==> config.mk <==
export PLATFORM = sky130hd
export DESIGN_NAME = mip_ctrl
export DESIGN_NICKNAME = d
export VERILOG_FILES = /design/src/hw/rtl/markov_index_to_password_defines.svh /design/src/hw/rtl/mip_pkg.sv /design/src/hw/rtl/mip_ctrl.sv
export SDC_FILE = /design/constraint.sdc
export NUM_CORES = 1
export LEC_CHECK = 0
export BUFFER_PORTS_ARGS = -buffer_cell sky130_fd_sc_hd__buf_2
export CAP_MARGIN = 40
export CORE_AREA = 2 2 41 43
export DETAILED_ROUTE_END_ITERATION = 10
export DIE_AREA = 0 0 43 45
export HOLD_SLACK_MARGIN = 0.1
export PLACE_DENSITY = 0.65
export SLEW_MARGIN = 20
export SYNTH_ARGS = -nofsm -noshare
export SYNTH_HDL_FRONTEND = slang
export SYNTH_SLANG_ARGS = --single-unit
==> constraint.sdc <==
create_clock -name clk_i -period 1.68 [get_ports clk_i]
set_input_delay 0.168 -clock clk_i [delete_from_list [all_inputs] [get_ports clk_i]]
set_output_delay 0.168 -clock clk_i [all_outputs]
set_load 0.05 [all_outputs]
==> src/hw/rtl/markov_index_to_password_defines.svh <==
// assertion macros for the markov password generator
`ifndef MARKOV_INDEX_TO_PASSWORD_DEFINES_SVH
`define MARKOV_INDEX_TO_PASSWORD_DEFINES_SVH
`ifndef ASSERT_OFF
`define MIP_ASSERT(label, clk, rst_n, prop, msg) \
  label: assert property (@(posedge clk) disable iff (!rst_n) (prop)) else $error(msg);
`define MIP_ASSERT_NORST(label, clk, prop, msg) \
  label: assert property (@(posedge clk) (prop)) else $error(msg);
`else
`define MIP_ASSERT(label, clk, rst_n, prop, msg)
`define MIP_ASSERT_NORST(label, clk, prop, msg)
`endif
`endif

==> src/hw/rtl/mip_pkg.sv <==
`default_nettype none
package mip_pkg;
  localparam int unsigned MaxLenDef  = 16;
  localparam int unsigned CharsetDef = 256;
  localparam int unsigned MaxRankDef = 16;
  localparam int unsigned ThrDepth   = 16;

  localparam logic [1:0] ActWrThr = 2'd0;
  localparam logic [1:0] ActWrTab = 2'd1;
  localparam logic [1:0] ActGen   = 2'd2;

  localparam logic [1:0] RegMaxLength  = 2'd0;
  // byte address of the register
  localparam logic [1:0] AddrMaxLength = 2'(4 * RegMaxLength);

  // controller to datapath
  typedef struct packed {
    logic start;     // latch item, clear accumulators
    logic cum_step;  // one length-search step
    logic div_init;  // load local value for a position
    logic div_step;  // one divider step
    logic rd_issue;  // issue table read
    logic emit_load; // load output register with a char
    logic emit_nf;   // load output register with not-found
    logic next_pos;  // advance position
  } mip_cmd_t;

  // datapath to controller
  typedef struct packed {
    logic is_thr;
    logic is_tab;
    logic is_gen;
    logic cum_done;
    logic not_found;
    logic div_done;
    logic last_pos;
  } mip_sts_t;
endpackage
`default_nettype wire

==> src/hw/rtl/mip_ctrl.sv <==
`default_nettype none
module mip_ctrl import mip_pkg::*; (
  input  wire logic clk_i,
  input  wire logic rst_ni,
  input  wire logic in_valid_i,
  output logic      in_ready_o,
  output logic      out_valid_o,
  input  wire logic out_ready_i,
  output mip_cmd_t  cmd_o,
  input  mip_sts_t  sts_i
);
  typedef enum logic [6:0] {
    StIdle  = 7'b0000001,
    StDec   = 7'b0000010,
    StCum   = 7'b0000100,
    StDiv   = 7'b0001000,
    StRead  = 7'b0010000,
    StEmit  = 7'b0100000,
    StWait  = 7'b1000000
  } state_e;

  state_e state_q, state_d;
  logic   ovalid_q, ovalid_d;

  assign in_ready_o  = (state_q == StIdle);
  assign out_valid_o = ovalid_q;

  // sequencer: decode, length search, per-position divide, read, emit
  always_comb begin
    state_d  = state_q;
    ovalid_d = ovalid_q && !out_ready_i;
    cmd_o    = '0;
    case (state_q)
      StIdle: begin
        if (in_valid_i) begin
          cmd_o.start = 1'b1;
          state_d = StDec;
        end
      end
      StDec: begin
        if (sts_i.is_gen) state_d = StCum;
        else state_d = StIdle;
      end
      StCum: begin
        if (sts_i.cum_done) begin
          if (sts_i.not_found) begin
            state_d = StWait;
          end else begin
            cmd_o.div_init = 1'b1;
            state_d = StDiv;
          end
        end else begin
          cmd_o.cum_step = 1'b1;
        end
      end
      StDiv: begin
        if (sts_i.div_done) begin
          cmd_o.rd_issue = 1'b1;
          state_d = StRead;
        end else begin
          cmd_o.div_step = 1'b1;
        end
      end
      StRead: state_d = StWait;
      StEmit: begin
        cmd_o.next_pos = 1'b1;
        cmd_o.div_init = 1'b1;
        state_d = StDiv;
      end
      StWait: begin
        if (!ovalid_q || out_ready_i) begin
          ovalid_d = 1'b1;
          if (sts_i.not_found) begin
            cmd_o.emit_nf = 1'b1;
            state_d = StIdle;
          end else begin
            cmd_o.emit_load = 1'b1;
            state_d = sts_i.last_pos ? StIdle : StEmit;
          end
        end
      end
      default: state_d = StIdle;
    endcase
  end

  always_ff @(posedge clk_i or negedge rst_ni) begin
    if (!rst_ni) begin
      state_q  <= StIdle;
      ovalid_q <= 1'b0;
    end else begin
      state_q  <= state_d;
      ovalid_q <= ovalid_d;
    end
  end
endmodule
`default_nettype wire

==> key figures <==
Timing
  – Slew @ Worst Pin: 0.3411 ns
  – Slew Limit Fails: 0
  – Clk_skew: 0.01318 ns
  – Final setup violation count: 6
  – Hold Slack: 0.1395 ns
  – Min cycle time layout: 1.876 ns
  – Period utilization: 111.7%
  – Slew headroom: 77.22%
  – RSZ-0062 raised after global routing: yes
  – Max frequency: 0.5329 GHz
  – Setup WS post-layout: -0.1965 ns
  – Hold Violations, Final: 0

Placed design
  – DP Area: 772.0 sq um
  – Placed insts: approximately 110
  – PortBufs: 18
  – HPWL Detailed: 1.117 mm
  – RD Place Congestion: 0.8510

Drt
  – Routed Antenna Nets: 0
  – DRC: 0
  – DRT Wirelength: 1.880 mm
  – DRT Pass-1 Iters: 4
  – Wire per inst: 15.93 um
  – Iter 0 DRT Violations: 19
  – Vias: 667
  – Number of vias per cell: 5.653

Global route
  – Initial antenna violation count: 0
  – Met3 Usage GRT: 5.200%
  – Met2 usage: 33.94%
  – Overall routing resource usage: between 20% and 30%
  – Met1 Usage GRT: 24.63%
  – Vias in the first global route: roughly 640
  – First-pass GRT wire length: 2.904 mm
  – Most crowded layer after global routing: met2
  – Remaining global-route overflow: 0
  – Largest net degree at the start of global routing: 9

Finish
  – Final cell count without fillers: roughly 120
  – P&R area growth vs syn: 74.89%
  – Layout fillers: 121
  – Design Area, Final: 0.001002 sq mm
  – Layout Utilization: approximately two thirds
  – Share of layout cells above drive strength 1: roughly three fifths
  – NumNets Final: between 100 and 150
  – Antenna Cells: 0
  – Most common cell after layout, fill and taps aside: buf_4
  – Most frequent cells in the layout: buf_4 (13), buf_2 (9), buf_6 (7)

Synthesis
  – Avg Cell Area, Syn: 8.683 sq um
  – Cell count after synthesis: 66
  – Synth Flop Type: dfrtp_1
  – Synth top area cells: dfrtp_1 (31%), nand2b_1 (5.5%), dfstp_2 (4.6%)
  – Post-Syn Area: between 500 and 600 sq um
  – Number of synthesized flops with an enable pin: 0
  – Top-area cell type share of the netlist area: a little under a third
  – Syn_nets: between 70 and 80
  – Distinct cells, synth: 33
  – Warnings, synthesis: 0
  – Asr flop ratio synth: between 90% and 100%
  – Yosys reg bits: 8
  – Area leader, netlist: dfrtp_1
  – Sequential share of the synthesized area: 35.15%

Clock tree
  – H-tree levels: 1
  – Clock sinks: 8
  – Clock Latency Late Sink: between 0.2 and 0.3 ns
  – Root Buffer: clkbuf_4
  – Reg clk slew, reported paths: 0.07 ns
  – CTS tree: yes
  – CTS Buf Count: 3
  – CTS Buffer Depth: 2

Die
  – Core area: roughly 0.0015 sq mm
  – Die width: 43 um
  – Die Span Y: about 45 um
  – Top Ports: 21
  – Initial Utilization: 38.95%
  – Die area: 0.001935 sq mm
  – Std-Cell Rows: 14

Power and ir drop
  – Max IR drop VDD: ~0.00057 V
  – Leak pwr: 0.4464 nW
  – Power density cells: 1112 mW/mm^2

Status
  – Status: finished with violations
  – Violated checks: negative setup slack

Run
  – Max-Cap Viols: 0

Setup path
  – CP Capture Type: primary output
  – R2R Setup Slk: 0.05 ns
  – Data required, critical path: 1.51 ns
  – Max FO, Critical Path: 4
  – Crit path DAT: 1.71 ns
  – Crit path kind: flip-flop to primary output
  – CP Launch Type: flip-flop

Hold path
  – Worst Hold Class: primary input to flip-flop
-- final cells by class --
cell class | instances | area, sq um | share of cell area [%]
clock buffer | 4 | 26.28 | 2.622
inverter | 1 | 3.754 | 0.3745
multi-input combinational | 54 | 446.7 | 44.57
sequential | 8 | 203.9 | 20.35
tap | 16 | 20.02 | 1.998
timing repair buffer | 35 | 301.5 | 30.09
-- cell usage after synthesis, types with 2 or more instances --
| library cell | count |
|---|---|
| dfrtp_1 | 7 |
| nor2_1 | 7 |
| nand2_1 | 6 |
| nand2b_1 | 5 |
| nor3_1 | 5 |
| and2_1 | 3 |
| nor3b_1 | 3 |
| a21oi_1 | 2 |
| and4b_1 | 2 |
| o21ai_0 | 2 |
| o22ai_1 | 2 |
-- worst max-delay path, cell delays in order (launching register included) --
cell      delay (ns)
dfrtp_1         0.38
or4_4           0.54
nor2_4          0.13
and4bb_4        0.25
buf_8           0.14
-- repair_timing --
item / in CTS / in global routing
endpoints found under the hold margin: 9 / 0
pin swaps: 5 / 6
setup endpoints to repair: 9 / 9
hold buffers: 2 / 0
resized for setup: 26 / 12
buffers inserted: 5 / 2
-- routing by layer --
metal | wire length [um] | up-vias
met4 | 67 | 0
met3 | 114 | 8
met1 | 768 | 311
met2 | 930 | 35
li1 | - | 313
met5 | 0 | -
-- stage by stage --
stage | total power [W] | worst slack [ns] | TNS, ns
4_1_cts | 0.001007 | -0.2117 | -0.5602
2_1_floorplan | 0.0006480 | -0.07332 | -0.1927
3_5_place_dp | 0.0007626 | -0.009333 | -0.009333
3_3_place_gp | 0.0007592 | 0.006297 | 0
5_1_grt | 0.001189 | -0.2551 | -1.121
6_report | 0.001114 | -0.1965 | -0.6724
-- power breakdown --
group,internal [W],switching (W),total (W),leakage [nW]
sequential,0.000230,0.0000197,0.000250,0.104
combinational,0.000313,0.000379,0.000692,0.328
clock,0.0000916,0.0000810,0.000173,0.0150
-- worst paths after layout --
path | start | endpoint | cells past startpoint
worst max-delay path | state_q[1]$_DFFE_PN0P_ | cmd_o[4] | 4
worst min-delay path | sts_i[2] | state_q[5]$_DFFE_PN0P_ | 2
worst max register to register | state_q[1]$_DFFE_PN0P_ | state_q[6]$_DFFE_PN0P_ | 4
worst min register to register | out_valid_o$_DFF_PN0_ | out_valid_o$_DFF_PN0_ | 2
max in group asynchronous | rst_ni | state_q[0]$_DFFE_PN1P_ | 2
min in group asynchronous | rst_ni | state_q[5]$_DFFE_PN0P_ | 2
-- flip-flops by register name (all words and copies together), names as in the netlist --
register,count
state_q,7
out_valid_o,1
-- logic make-up (layout without fill, tap and decap cells) --
group                  Yosys count  after routing  synth area share (%)
AO/OA/AOI/OAI                   12             12                 15.07
XOR/XNOR                         1              1                 1.529
buffers and inverters            4             40                 4.146
flip-flops                       8              8                 35.15
multiplexers                     1              1                 1.747
AND/OR/NAND/NOR                 40             40                 42.36
Power figures use the tool's default switching activity.
